File: config.mk
export PLATFORM = sky130hd
export DESIGN_NAME = bbiou_geom
export DESIGN_NICKNAME = d
export VERILOG_FILES = /design/src/rtl/bbiou_pkg.sv /design/src/rtl/bbiou_geom.sv
export SDC_FILE = /design/constraint.sdc
export NUM_CORES = 2
export LEC_CHECK = 0
export CORE_UTILIZATION = 30
export DETAILED_ROUTE_END_ITERATION = 8
export DONT_BUFFER_PORTS = 1
export PLACE_DENSITY = 0.45
export SYNTH_ARGS = -nofsm -noshare
export SYNTH_HDL_FRONTEND = slang
export SYNTH_SLANG_ARGS = --single-unit
File: constraint.sdc
create_clock -name clk_i -period 7.4 [get_ports clk_i]
set_clock_uncertainty 0.1 [all_clocks]
set_input_delay 0 -clock clk_i [delete_from_list [all_inputs] [get_ports clk_i]]
set_output_delay 0 -clock clk_i [all_outputs]
set_load 0.02 [all_outputs]
File: src/rtl/bbiou_pkg.sv
`default_nettype none
package bbiou_pkg;

  // Box coordinate width (unsigned Q12.4 at the default) and ratio fraction bits
  localparam int CoordBits     = 16;
  localparam int RatioFracBits = 16;

  // Corners in doubled units: 2*center +/- size, signed
  localparam int CornerW = CoordBits + 3;
  // Doubled sizes and per-axis overlap lengths
  localparam int SizeW   = CoordBits + 1;
  // Areas in doubled units squared
  localparam int AreaW   = 2 * SizeW;
  // Union can reach twice the largest area
  localparam int UnionW  = AreaW + 1;
  // Partial remainder stays below twice the divisor
  localparam int RemW    = UnionW + 1;
  // One integer bit plus the fraction bits
  localparam int QuotW   = RatioFracBits + 1;
  // Width of the ratio result field
  localparam int OutW    = 17;

  // Item moving through the divider chain
  typedef struct packed {
    logic [RemW-1:0]   rem;
    logic [UnionW-1:0] den;
    logic [QuotW-1:0]  quot;
    logic              empty;
  } div_t;

endpackage
`default_nettype wire

File: src/rtl/bbiou_geom.sv
`default_nettype none
module bbiou_geom (
  input  wire logic                          clk_i,
  input  wire logic                          rst_ni,
  input  wire logic                          in_valid_i,
  output logic                               in_ready_o,
  input  wire logic [bbiou_pkg::CoordBits-1:0] a_center_x_i,
  input  wire logic [bbiou_pkg::CoordBits-1:0] a_center_y_i,
  input  wire logic [bbiou_pkg::CoordBits-1:0] a_width_i,
  input  wire logic [bbiou_pkg::CoordBits-1:0] a_height_i,
  input  wire logic [bbiou_pkg::CoordBits-1:0] b_center_x_i,
  input  wire logic [bbiou_pkg::CoordBits-1:0] b_center_y_i,
  input  wire logic [bbiou_pkg::CoordBits-1:0] b_width_i,
  input  wire logic [bbiou_pkg::CoordBits-1:0] b_height_i,
  output logic                               out_valid_o,
  input  wire logic                          out_ready_i,
  output bbiou_pkg::div_t                    out_o
);

  localparam int CW = bbiou_pkg::CornerW;
  localparam int SW = bbiou_pkg::SizeW;
  localparam int AW = bbiou_pkg::AreaW;
  localparam int UW = bbiou_pkg::UnionW;

  // Stage valids and load enables
  logic v1_q, v2_q, v3_q, v4_q;
  logic en1, en2, en3, en4;

  assign en4 = !v4_q || out_ready_i;
  assign en3 = !v3_q || en4;
  assign en2 = !v2_q || en3;
  assign en1 = !v1_q || en2;
  assign in_ready_o = en1;

  always_ff @(posedge clk_i or negedge rst_ni) begin
    if (!rst_ni) begin
      v1_q <= 1'b0;
      v2_q <= 1'b0;
      v3_q <= 1'b0;
      v4_q <= 1'b0;
    end else begin
      if (en1) v1_q <= in_valid_i;
      if (en2) v2_q <= v1_q;
      if (en3) v3_q <= v2_q;
      if (en4) v4_q <= v3_q;
    end
  end

  // Stage 1: corners in doubled units and doubled sizes
  logic signed [CW-1:0] lax_d, hax_d, lbx_d, hbx_d, lay_d, hay_d, lby_d, hby_d;
  logic signed [CW-1:0] lax_q, hax_q, lbx_q, hbx_q, lay_q, hay_q, lby_q, hby_q;
  logic [SW-1:0] aw2_q, ah2_q, bw2_q, bh2_q;

  function automatic logic signed [CW-1:0] corner_lo(
    input logic [bbiou_pkg::CoordBits-1:0] c,
    input logic [bbiou_pkg::CoordBits-1:0] s
  );
    return $signed(CW'({c, 1'b0})) - $signed(CW'(s));
  endfunction

  function automatic logic signed [CW-1:0] corner_hi(
    input logic [bbiou_pkg::CoordBits-1:0] c,
    input logic [bbiou_pkg::CoordBits-1:0] s
  );
    return $signed(CW'({c, 1'b0})) + $signed(CW'(s));
  endfunction

  always_comb begin
    lax_d = corner_lo(a_center_x_i, a_width_i);
    hax_d = corner_hi(a_center_x_i, a_width_i);
    lbx_d = corner_lo(b_center_x_i, b_width_i);
    hbx_d = corner_hi(b_center_x_i, b_width_i);
    lay_d = corner_lo(a_center_y_i, a_height_i);
    hay_d = corner_hi(a_center_y_i, a_height_i);
    lby_d = corner_lo(b_center_y_i, b_height_i);
    hby_d = corner_hi(b_center_y_i, b_height_i);
  end

  always_ff @(posedge clk_i) begin
    if (en1 && in_valid_i) begin
      lax_q <= lax_d;
      hax_q <= hax_d;
      lbx_q <= lbx_d;
      hbx_q <= hbx_d;
      lay_q <= lay_d;
      hay_q <= hay_d;
      lby_q <= lby_d;
      hby_q <= hby_d;
      aw2_q <= {a_width_i, 1'b0};
      ah2_q <= {a_height_i, 1'b0};
      bw2_q <= {b_width_i, 1'b0};
      bh2_q <= {b_height_i, 1'b0};
    end
  end

  // Stage 2: clamped overlap per axis and both box areas
  function automatic logic [SW-1:0] overlap(
    input logic signed [CW-1:0] la,
    input logic signed [CW-1:0] ha,
    input logic signed [CW-1:0] lb,
    input logic signed [CW-1:0] hb
  );
    logic signed [CW-1:0] lo;
    logic signed [CW-1:0] hi;
    logic signed [CW:0]   diff;
    lo   = (la > lb) ? la : lb;
    hi   = (ha < hb) ? ha : hb;
    diff = (CW+1)'(hi) - (CW+1)'(lo);
    return (diff > 0) ? SW'(diff) : '0;
  endfunction

  logic [SW-1:0] ovx_q, ovy_q;
  logic [AW-1:0] area_a2_q, area_b2_q;

  always_ff @(posedge clk_i) begin
    if (en2 && v1_q) begin
      ovx_q     <= overlap(lax_q, hax_q, lbx_q, hbx_q);
      ovy_q     <= overlap(lay_q, hay_q, lby_q, hby_q);
      area_a2_q <= AW'(aw2_q) * AW'(ah2_q);
      area_b2_q <= AW'(bw2_q) * AW'(bh2_q);
    end
  end

  // Stage 3: intersection area
  logic [AW-1:0] inter_q, area_a3_q, area_b3_q;

  always_ff @(posedge clk_i) begin
    if (en3 && v2_q) begin
      inter_q   <= AW'(ovx_q) * AW'(ovy_q);
      area_a3_q <= area_a2_q;
      area_b3_q <= area_b2_q;
    end
  end

  // Stage 4: union and the seed of the divider
  bbiou_pkg::div_t seed_q;
  logic [UW-1:0]   union_d;

  assign union_d = UW'(area_a3_q) + UW'(area_b3_q) - UW'(inter_q);

  always_ff @(posedge clk_i) begin
    if (en4 && v3_q) begin
      seed_q.rem   <= bbiou_pkg::RemW'(inter_q);
      seed_q.den   <= union_d;
      seed_q.quot  <= '0;
      // Union is at least the larger area, so it is zero only with both areas
      seed_q.empty <= (area_a3_q == '0) && (area_b3_q == '0);
    end
  end

  assign out_valid_o = v4_q;
  assign out_o       = seed_q;

endmodule
`default_nettype wire

==> results.md <==
- Largest net degree at the start of global routing: 100
- Final-stage net count: 6842
- Share of cells above drive strength 1: 3.75%
- Num CTS Buffers: 58
- Die boundary width: 423 um
- Post-synth ARST share: 0.853%
- Synth Flop Type: edfxtp_1
- Vias per cell: 4.66
- Final WL: 153000 um
- RR Startpoint: ovx_q[6]
- Hold WS: 0.0252 ns
- Final Hold Viols: 0
- DRT iter0 DRCs: 2016
- RSZ-0062 raised after global routing: false
- Fin Setup TNS: 0 ns
- P&R area growth vs syn: 13.0%
- Average wire per standard cell: 19.4 um
- Initial antenna violation count: 24
- Initial Util: 30.2%
- Maximum clock rate: 144 MHz
- Status: completed
- First-pass GRT wire length: 237000 um
- DRC: 0
- Max FO, Critical Path: 17
- DR pass1 iterations: 5
- Multi-input gate area: 34400 um^2
- Clock Sinks: 469
- DPL Wire Length: 126000 um
- Area leader, netlist: edfxtp_1
- Clock Path Buffers: 3
- Total track usage: 17.3%
- Crit Path Category: flip-flop to flip-flop
- Die area: 179000 um^2
- Slew Viols, Final: 0
- Fin crit share: 93.8%
- Depth of the CTS H-tree: 2
- Row cnt: 154
- Vias in the first global route: 39406
- Hold WC Path Type: input port to flip-flop
- Clock Tree Root: clkbuf_16
- Post-synth top area share: 26.3%
- Worst Reg-to-Reg Cells: 22
- Hold Startpoint: b_width_i[11]
- Post-synth design cell area: 53100 um^2
- Total grt overflow: 0
- Cell variety after synth: 81
- Port Buffer Count: 0
- Clk_lat worst skew: 0.67 ns
- Reg area: 14100 um^2
- Sequential share of the synthesized area: 26.5%
- Crit path launch type: flip-flop
- CTS clock-pin slew for the worst setup and hold paths: 0.07 ns
- Crit path DAT: 7.25 ns
- Synth Register Bits: 469
- Hold Path Depth: 1
- Detail Route Antenna Nets: 0
- Average cell area after synthesis: 10.0 um^2
- Maxcap violations: 0
- Top-level port count: 223
- Worst min-delay path endpoint: bw2_q[12]
- Yosys warns: 0
- Required time worst endpoint: 7.70 ns
- # fillers: 18144
- Post-Synthesis Cells: 5298
- Reg2Reg Setup Slack: 0.46 ns
- Final-report setup violation count: 0
- Slew headroom: 38.1%
- CTS tree: done
- Least-Margin Pin Slew: 0.924 ns
- Final GP Congestion: 0.855
- Clock period minus worst slack: 6.94 ns
- Synth area leaders: edfxtp_1 26%, fa_1 25%, ha_1 14%, inv_1 7.6%, and2_1 4.4%
- RR Endpoint: inter_q[33]
- Critical path endpoint category: flip-flop
- Die Ht: 423 um
- Core area: 176000 um^2
- EDFF count, synth: 465
- Via count: 36684
==> cells by family (layout without fill, tap and decap cells) <==
family | after synthesis | after routing | share of synthesized area (%)
XOR/XNOR | 228 | 228 | 3.79
multiplexers | 72 | 72 | 1.44
flip-flops | 469 | 469 | 26.5
other | 1 | 32 | 0.00706
buffers and inverters | 1238 | 1449 | 8.93
AO/OA/AOI/OAI | 656 | 656 | 8.15
adder cells (fa/ha/maj) | 1231 | 1231 | 38.2
AND/OR/NAND/NOR | 1403 | 1403 | 13.0
==> stage by stage <==
| step | util [%] | instance area [um^2] | instances | worst slack [ns] |
|---|---|---|---|---|
| after detailed placement | 31.7 | 55800 | 7537 | 0.380 |
| after global placement | 31.7 | 55800 | 7537 | 0.408 |
| after CTS | 34.0 | 60000 | 7861 | 0.341 |
| after floorplan | - | 53200 | 5316 | 1.12 |
| final | 34.1 | 60000 | 7880 | 0.458 |
| after global routing | 34.1 | 60000 | 7873 | 0.00640 |
==> layout make-up <==
cell class                 instances  share of cell area [%]
tap                             2340                    4.88
clock inverter                    42                   0.852
sequential                       469                    23.4
timing repair buffer             264                    4.24
antenna                           13                  0.0542
clock buffer                      66                    2.50
multi-input combinational       3609                    57.3
inverter                        1077                    6.73
==> Yosys cell counts (6+ instances only) <==
master,instances
nor2b_1,37
a211oi_1,34
o31ai_1,13
or2_2,6
a41oi_1,6
mux2_2,34
nand4_1,18
o31a_1,7
a21oi_1,185
nand2b_1,35
a31o_2,10
buf_4,20
o21a_1,46
inv_1,1076
a211o_1,8
o21ai_0,114
or3_1,36
and3_1,27
ha_1,577
o21bai_1,36
nand2_1,528
nor4_1,24
a2111oi_0,7
fa_1,654
nor3_1,52
edfxtp_1,465
nor2_1,186
a221oi_1,12
a31oi_1,10
xnor2_1,176
o2111ai_1,6
clkbuf_1,129
a21o_1,76
nand3_1,60
a311oi_1,6
a21boi_0,8
xor2_1,50
o211ai_1,24
and2_1,375
mux2i_1,37
==> flip-flops by register name, indices dropped and copies added (netlist names), 15 cells and up <==
| name | flops |
|---|---|
| out_o | 69 |
| inter_q | 34 |
| area_a2_q | 32 |
| area_a3_q | 32 |
| area_b2_q | 32 |
| area_b3_q | 32 |
| lax_q | 18 |
| lay_q | 18 |
| lbx_q | 18 |
| lby_q | 18 |
| hax_q | 17 |
| hay_q | 17 |
| hbx_q | 17 |
| hby_q | 17 |
| ovx_q | 17 |
| ovy_q | 17 |
| ah2_q | 15 |
| aw2_q | 15 |
| bh2_q | 15 |
| bw2_q | 15 |
==> worst max path at each step <==
stage	start	endpoint	slack, ns	cells after the start
6_report	ovx_q[6]	inter_q[33]	0.46	22
5_1_grt	aw2_q[11]	area_a2_q[33]	0.006	20
4_1_cts	ovx_q[6]	inter_q[33]	0.34	22
3_5_place_dp	ovx_q[6]	inter_q[33]	0.38	22
3_3_place_gp	ovy_q[11]	inter_q[33]	0.41	21
2_1_floorplan	ovx_q[7]	inter_q[27]	1.12	24
==> critical path, stage by stage (launching register included) <==
cell and delay (ns):
edfxtp_1 0.90, nand2_1 0.17, fa_1 0.54, inv_1 0.06, fa_1 0.51, inv_1 0.06
fa_1 0.53, inv_1 0.05, fa_1 0.39, fa_1 0.51, inv_1 0.05, fa_1 0.47
inv_1 0.04, ha_1 0.32, and3_1 0.28, a221o_1 0.34, a21o_1 0.18, a21oi_1 0.13
o31a_1 0.21, a21bo_2 0.19, a21o_1 0.13, nand2_1 0.08, a311oi_1 0.42
==> layout by cell type, fill, tap and decap left out, types with 34 or more instances in the layout <==
cell type,instances
inv_1,1076
fa_1,654
ha_1,577
nand2_1,528
edfxtp_1,465
and2_1,372
dlygate4sd3_1,216
nor2_1,186
a21oi_1,185
xnor2_1,176
o21ai_0,114
a21o_1,76
nand3_1,60
clkbuf_16,59
nor3_1,52
xor2_1,50
o21a_1,46
buf_4,46
mux2i_1,37
o21bai_1,36
or3_1,36
nor2b_1,36
nand2b_1,35
a211oi_1,34
mux2_2,34
==> metal layers <==
layer  up-vias  part of all wire (%)  track usage (%)  wire length, um
met4        12                   4.0             6.14             6110
met2       686                    49             30.1            74200
met1     18351                    44             22.3            67500
met5         -                 0.052                0               79
met3       212                   3.2             1.78             4880
li1      17423                     -                -                -
==> timing repair <==
item | 4_1_cts | 5_1_grt
endpoints found under the setup margin | 0 | 3
gates resized for setup | 0 | 1
endpoints found under the hold margin | 258 | 0
buffers inserted | 0 | 6
hold buffers | 216 | 0
Power is left out: the tool's default activity adds up to more than one toggle a clock period on the data nets, which glitch-free logic cannot reach.
