==> src/rtl/bbiou_pkg.sv <==
`default_nettype none
package bbiou_pkg;

  // Box coordinate width (unsigned Q12.4 at the default) and ratio fraction bits
  localparam int CoordBits     = 16;
  localparam int RatioFracBits = 16;

  // Corners in doubled units: 2*center +/- size, signed
  localparam int CornerW = CoordBits + 3;
  // Doubled sizes and per-axis overlap lengths
  localparam int SizeW   = CoordBits + 1;
  // Areas in doubled units squared
  localparam int AreaW   = 2 * SizeW;
  // Union can reach twice the largest area
  localparam int UnionW  = AreaW + 1;
  // Partial remainder stays below twice the divisor
  localparam int RemW    = UnionW + 1;
  // One integer bit plus the fraction bits
  localparam int QuotW   = RatioFracBits + 1;
  // Width of the ratio result field
  localparam int OutW    = 17;

  // Item moving through the divider chain
  typedef struct packed {
    logic [RemW-1:0]   rem;
    logic [UnionW-1:0] den;
    logic [QuotW-1:0]  quot;
    logic              empty;
  } div_t;

endpackage
`default_nettype wire

==> src/rtl/bbiou_div_step.sv <==
`default_nettype none
module bbiou_div_step (
  input  wire logic            clk_i,
  input  wire logic            rst_ni,
  input  wire logic            in_valid_i,
  output logic                 in_ready_o,
  input  wire bbiou_pkg::div_t in_i,
  output logic                 out_valid_o,
  input  wire logic            out_ready_i,
  output bbiou_pkg::div_t      out_o
);

  localparam int RW = bbiou_pkg::RemW;
  localparam int QW = bbiou_pkg::QuotW;

  logic            valid_q;
  logic            en;
  logic            ge;
  logic [RW-1:0]   diff;
  bbiou_pkg::div_t step_d;
  bbiou_pkg::div_t step_q;

  assign en         = !valid_q || out_ready_i;
  assign in_ready_o = en;

  // One restoring step: compare, subtract, shift in the quotient bit
  always_comb begin
    ge          = in_i.rem >= RW'(in_i.den);
    diff        = ge ? (in_i.rem - RW'(in_i.den)) : in_i.rem;
    step_d.rem  = {diff[RW-2:0], 1'b0};
    step_d.den  = in_i.den;
    step_d.quot = {in_i.quot[QW-2:0], ge};
    step_d.empty = in_i.empty;
  end

  always_ff @(posedge clk_i or negedge rst_ni) begin
    if (!rst_ni) begin
      valid_q <= 1'b0;
    end else if (en) begin
      valid_q <= in_valid_i;
    end
  end

  always_ff @(posedge clk_i) begin
    if (en && in_valid_i) begin
      step_q <= step_d;
    end
  end

  assign out_valid_o = valid_q;
  assign out_o       = step_q;

endmodule
`default_nettype wire

==> config.mk <==
export PLATFORM = sky130hd
export DESIGN_NAME = bbiou_div_step
export DESIGN_NICKNAME = d
export VERILOG_FILES = /design/src/rtl/bbiou_pkg.sv /design/src/rtl/bbiou_div_step.sv
export SDC_FILE = /design/constraint.sdc
export NUM_CORES = 1
export LEC_CHECK = 0
export CAP_MARGIN = 5
export CORE_ASPECT_RATIO = 1.4
export CORE_UTILIZATION = 60
export DETAILED_ROUTE_END_ITERATION = 8
export DONT_BUFFER_PORTS = 1
export PLACE_DENSITY = 0.86
export SLEW_MARGIN = 20
export SYNTH_ARGS = -nofsm -noshare
export SYNTH_HDL_FRONTEND = slang
export SYNTH_SLANG_ARGS = --single-unit
export TNS_END_PERCENT = 100
==> constraint.sdc <==
create_clock -name clk_i -period 3.58 [get_ports clk_i]
set_input_delay 0.358 -clock clk_i [delete_from_list [all_inputs] [get_ports clk_i]]
set_output_delay 0.358 -clock clk_i [all_outputs]
set_load 0.01 [all_outputs]
==> results.json, run 1 <==
{
  "drtIter0Drc": 202,
  "slew_violations": 0,
  "min_period_ns": 3.01,
  "htreeDepth": 3,
  "synth_top_cell_by_area": "edfxtp_1",
  "via_per_inst": 6.44,
  "antenna_found_initial": 0,
  "syn_avg_cell_area_um2": 10.9,
  "initial_utilization": 0.621,
  "tns_ns": 0,
  "dp_hpwl_mm": 9.34,
  "clockBufferDepth": 2,
  "synth_seq_area_share": 0.524,
  "hold_class": "in2reg",
  "rows": 39,
  "irDropWorstVdd_mv": 0.353,
  "firstDrtPassIters": 5,
  "io_buffers": 0,
  "clock_latency_ns": 0.34,
  "setup_viol": 0,
  "clkSinkCount": 89,
  "area.growth.synth_to_final_pct": 7.99,
  "worstPathRequired_ns": 3.68,
  "regArea_mm2": 0.00267,
  "die_w_um": 79.8,
  "critical_path_depth": 10,
  "crit_slowest_cell": "o21ai_0",
  "ff2ff_path_depth": 3,
  "synth-async-reset-ratio": 0.0112,
  "vias": 3737,
  "wl_per_cell_um": 20.8,
  "timing.hold.ws_ns": 0.110,
  "chipHeight_um": 111,
  "crit_type": "in2reg",
  "ys.flop_type": "edfxtp_1",
  "rsz0062_at_grt": "no",
  "crit_end": "out_o[84]",
  "grt_pass1_wl_mm": 17.8,
  "tritoncts": "yes",
  "place.gp.congestion": 0.977,
  "pre_cts_ws_ns": 0.270,
  "r2r_end": "out_o[83]",
  "synth_fp_nets": 596,
  "synth.most_common_cell": "edfxtp_1",
  "outcome": "finished, final reports clean",
  "syn_area_mm2": 0.00509,
  "synthCells": 467,
  "ys_top_cells_by_count": "88 x edfxtp_1, 52 x nand2_1, 39 x inv_1",
  "ys_ff_latch": 89,
  "cts_buffers": 9,
  "wirelength_mm": 12.1,
  "critPathTopFamily": "compound AO/OA/AOI/OAI gates",
  "coreArea_mm2": 0.00820,
  "antennaDiodeCount": 0,
  "fin_worst_skew_ns": 0.00203,
  "ant_nets": 0,
  "dieArea_mm2": 0.00886,
  "cts_root_buffer": "clkbuf_16",
  "fin_nets": 604,
  "max_stage_delay_ns": 0.48,
  "clk_pin_slew_ns": 0.06,
  "placed_area_mm2": 0.00521,
  "slew_headroom": 0.395,
  "crit_fanout": 5,
  "num_io_pins": 184,
  "crit_chain": "inv_1 > ha_1 > a21oi_1 > o211ai_1 > a22o_1 > a41o_1 > o21ai_0 > o21ai_0 > a311o_1 > a41o_1",
  "drive_above_1_share": 0.0732,
  "p_leak_nw": 2.20,
  "critPathBufInv": 1,
  "overflow": 0,
  "stdcell_area_mm2": 0.00549,
  "synthTopCellsByArea": "edfxtp_1 52%, ha_1 8.6%, nand2_1 3.8%, a21oi_1 3.7%, xnor2_1 3.1%",
  "multiInputGateArea_mm2": 0.00217,
  "first_global_vias": 3645,
  "reg2reg_from": "out_valid_o",
  "cp.arrival_ns": 3.10,
  "track_usage": 0.269,
  "n_fill_cell": 606,
  "synth_edf_count": 88,
  "post_cts_buffers": 0,
  "clock.fmax_mhz": 332,
  "finalHoldViolations": 0,
  "worstMarginPinSlew_ns": 0.905,
  "synth_top_area_share": 0.519,
  "ff2ff_setup_slack_ns": 1.57,
  "cap_violations": 0,
  "powerDensity_mw_per_mm2": 500,
  "yosysWarnings": 0,
  "grt_max_degree": 49,
  "ys_types": 60,
  "layout_setup_ws_ns": 0.572,
  "drc_errors": 0,
  "fin_crit_sh": 0.840,
  "cp-start-kind": "input pin",
  "cts_resized": 0,
  "crit_path_end_kind": "register",
  "cp-startpoint": "in_i[29]"
}
## worst min path at each step
stage,from,end,slack [ns],cells after the start
3_3_place_gp,rst_ni,out_valid_o,0.06,0
4_1_cts,in_i[45],out_o[45],0.11,0
5_1_grt,in_i[2],out_o[3],0.10,0
6_report,in_i[3],out_o[4],0.11,0
2_1_floorplan,rst_ni,out_valid_o,0.06,0
3_5_place_dp,rst_ni,out_valid_o,0.06,0
## metrics by stage
step / total power, mW / cells / util
floorplan: 1.75 / 467 / -
global placement: 1.84 / 565 / 0.635
finish: 2.75 / 580 / 0.670
detailed placement: 1.87 / 565 / 0.635
CTS: 2.75 / 580 / 0.670
global route: 2.85 / 580 / 0.670
## cells in the final DEF (no fill, tap or decap), types with 3 or more instances in the layout
cell type,Yosys,routed
edfxtp_1,88,88
nand2_1,52,52
inv_1,39,39
a21oi_1,38,38
ha_1,35,35
o21ai_0,28,28
nor2_1,21,21
o21ai_1,21,21
xnor2_1,18,18
xor2_1,13,13
a21o_1,12,12
buf_4,2,12
clkbuf_16,0,9
nand3_1,7,7
nand4_1,6,6
o21bai_1,6,6
a31oi_1,5,5
nand2b_1,5,5
and3_1,4,4
nor2b_1,4,4
and2_1,4,3
o21a_1,3,3
## layout make-up
class,count,area share
flip-flops and latches,89,0.486
clock inverters,4,0.00843
clock buffers,10,0.0417
inverters,40,0.0273
well taps,102,0.0232
repair buffers,13,0.0182
multi-input cells,322,0.396
## cell families (layout without fill, tap and decap cells)
kind of cell    Yosys count  in the layout  synth area share
buf+inv                  56             67            0.0489
fa+ha+maj                36             36            0.0900
xor+xnor                 31             31            0.0534
other cells               1              1          0.000737
simple gates            117            117             0.115
flops                    89             89             0.524
compound gates          136            136             0.165
mux                       1              1           0.00221
## power breakdown
group,total [mW],leakage [nW],switching (mW),internal [mW]
registers,1.34,0.850,0.0720,1.26
clock network,0.893,0.132,0.364,0.529
logic,0.519,1.21,0.314,0.205
## registers in the layout, summed over array words and instances, names as in the netlist
register / count
out_o: 88
out_valid_o: 1
## worst register-to-register path: stages (launching register included)
cell      delay [ns]
dfrtp_1         0.42
nand2b_1        0.19
and2_4          0.58
buf_4           0.47
## per-layer routing
layer  up-vias  track usage  routed length, um
met2       211        0.476               6380
met5         -            0                  0
met3        37       0.0642               1070
met4         0        0.145                439
li1       1722            -                  -
met1      1767        0.287               4180
## timing repair
action / in CTS / in global routing
setup endpoints to repair: 0 / 0
hold endpoints to repair: 1 / 0
hold buffers: 1 / 0
(Power assumes the default switching activity.)
==> run 2: changes to the inputs <==
--- a/config.mk
+++ b/config.mk
@@ -7,7 +7,7 @@
 export LEC_CHECK = 0
 export CAP_MARGIN = 5
 export CORE_ASPECT_RATIO = 1.4
-export CORE_UTILIZATION = 60
+export CORE_UTILIZATION = 58
 export DETAILED_ROUTE_END_ITERATION = 8
 export DONT_BUFFER_PORTS = 1
 export PLACE_DENSITY = 0.86
==> constraint.sdc (replaced) <==
create_clock -name clk_i -period 2.5 [get_ports clk_i]
set_input_delay 0.25 -clock clk_i [delete_from_list [all_inputs] [get_ports clk_i]]
set_output_delay 0.25 -clock clk_i [all_outputs]
set_load 0.01 [all_outputs]
==> run 2 against run 1 <==
Compared with the run above:
- clock power grew 67%
- highest routed layer unchanged
- critical path depth unchanged
- final area rose by 27%
- register-to-register slack worse by 0.89 ns
- wire length is 27% higher
- global-route usage increased by 7.1 points
- final cell count grew 23%
- clock skew grew 0.0030 ns
- via count is 19% higher
==> results.json, run 2 (synthesis gave the netlist of run 1 again) <==
{
  "drc_errors": 0,
  "crit_slowest_cell": "or4_4",
  "track_usage": 0.340,
  "regArea_mm2": 0.00267,
  "drive_above_1_share": 0.252,
  "cp.arrival_ns": 2.56,
  "vias": 4434,
  "setup_viol": 0,
  "num_io_pins": 184,
  "fin_util": 0.812,
  "crit_type": "in2reg",
  "rows": 40,
  "cap_violations": 0,
  "clkSinkCount": 89,
  "first_global_vias": 4705,
  "holdPathStages": 1,
  "fin_worst_skew_ns": 0.00500,
  "crit_fanout": 9,
  "initial_utilization": 0.594,
  "hold_class": "in2reg",
  "max_stage_delay_ns": 0.55,
  "outcome": "finished, final reports clean",
  "ff2ff_setup_slack_ns": 0.68,
  "irDropWorstVdd_mv": 0.916,
  "crit_chain": "inv_2 > ha_4 > nand4_1 > or4_4 > or4b_4 > a21oi_2 > nor3_1 > o31a_4 > inv_4 > mux2_2",
  "layout_setup_ws_ns": 0.0409,
  "clk_pin_slew_ns": 0.07,
  "cp-start-kind": "input pin",
  "worstPathRequired_ns": 2.60,
  "r2r_end": "out_o[54]",
  "clock.fmax_mhz": 407,
  "total_power_mw": 4.49,
  "via_per_inst": 6.22,
  "critPathTopFamily": "simple AND/OR/NAND/NOR gates",
  "dieArea_mm2": 0.00916,
  "fin_crit_sh": 0.984,
  "cts_root_buffer": "clkbuf_16",
  "clockBufferDepth": 2,
  "layout_common_cells": "88 x edfxtp_1, 84 x buf_4, 53 x dlygate4sd3_1",
  "place.gp.congestion": 0.895,
  "hold_end": "out_valid_o",
  "antenna_found_initial": 0,
  "area.growth.synth_to_final_pct": 36.7,
  "htreeDepth": 3,
  "clock_latency_ns": 0.35,
  "multiInputGateArea_mm2": 0.00245,
  "overflow": 0,
  "ant_nets": 0,
  "mostFrequentLayoutCell": "edfxtp_1",
  "grt_max_degree": 59,
  "die_w_um": 81.2,
  "wirelength_mm": 15.4,
  "p_leak_nw": 2.81,
  "reg2reg_from": "out_valid_o",
  "critPathBufInv": 2,
  "min_period_ns": 2.46,
  "wl_per_cell_um": 21.5,
  "timing.hold.ws_ns": 0.0159,
  "chipHeight_um": 113,
  "coreArea_mm2": 0.00856,
  "powerDensity_mw_per_mm2": 646,
  "hp-start": "in_valid_i",
  "finalHoldViolations": 0,
  "grt_pass1_wl_mm": 23.0,
  "antennaDiodeCount": 0,
  "fin_nets": 732,
  "pre_cts_ws_ns": -0.401,
  "largest_reg_flops": 88,
  "drtIter0Drc": 262,
  "crit_path_end_kind": "register",
  "io_buffers": 0,
  "ff2ff_path_depth": 3,
  "n_fill_cell": 461,
  "tritoncts": "yes",
  "firstDrtPassIters": 5,
  "slew_violations": 0,
  "dp_hpwl_mm": 10.0,
  "cts_buffers": 9
}
==> run 2: layout make-up <==
| type | count | share of cell area |
|---|---|---|
| Clock inverter | 6 | 0.0133 |
| Inverter | 40 | 0.0241 |
| Timing Repair Buffer | 141 | 0.175 |
| Sequential cell | 89 | 0.384 |
| Tap cell | 105 | 0.0189 |
| Clock buffer | 10 | 0.0329 |
| Multi-Input combinational cell | 322 | 0.352 |
==> run 2: through the flow <==
stage               instance area, um2  instances  setup TNS [ns]
finish                            6950        713               0
global route                      6950        713         -0.0218
CTS                               6850        711               0
detailed placement                5980        641          -12.32
global placement                  5980        641           -8.11
floorplan                         5350        467           -2.77
==> run 2: timing repair <==
action                                  4_1_cts  5_1_grt
hold endpoints to repair                     53        0
endpoints found under the setup margin       16       34
pin swaps                                     1        6
setup buffers                                 1        2
gates resized for setup                       2       19
hold buffers                                 53        0
==> run 2: report_power, final <==
part	total (mW)	switching, mW	internal [mW]
Combinational	1.08	0.558	0.526
Sequential	1.92	0.108	1.81
Clock	1.49	0.609	0.882
Total	4.49	1.27	3.22
==> run 2: worst register-to-register path: stages, from the launching register on <==
cell      delay [ns]
dfrtp_1         0.42
nand2b_1        0.19
and2_4          0.47
buf_12          0.35
==> run 2: layer usage <==
metal | wire (um) | up-vias | GRT usage | share of wire
li1 | - | 1981 | - | -
met1 | 5130 | 2092 | 0.343 | 0.33
met2 | 8030 | 295 | 0.592 | 0.52
met3 | 1470 | 66 | 0.115 | 0.096
met4 | 730 | 0 | 0.198 | 0.048
met5 | 0 | - | 0 | 0
==> run 2: worst max path at each step <==
stage               startpoint   endpoint  cells past startpoint
floorplan             in_i[45]  out_o[87]                     12
global placement      in_i[32]  out_o[84]                     10
detailed placement    in_i[35]  out_o[68]                     10
CTS                   in_i[37]  out_o[68]                     10
global route          in_i[26]  out_o[87]                     13
finish                in_i[35]  out_o[68]                     10
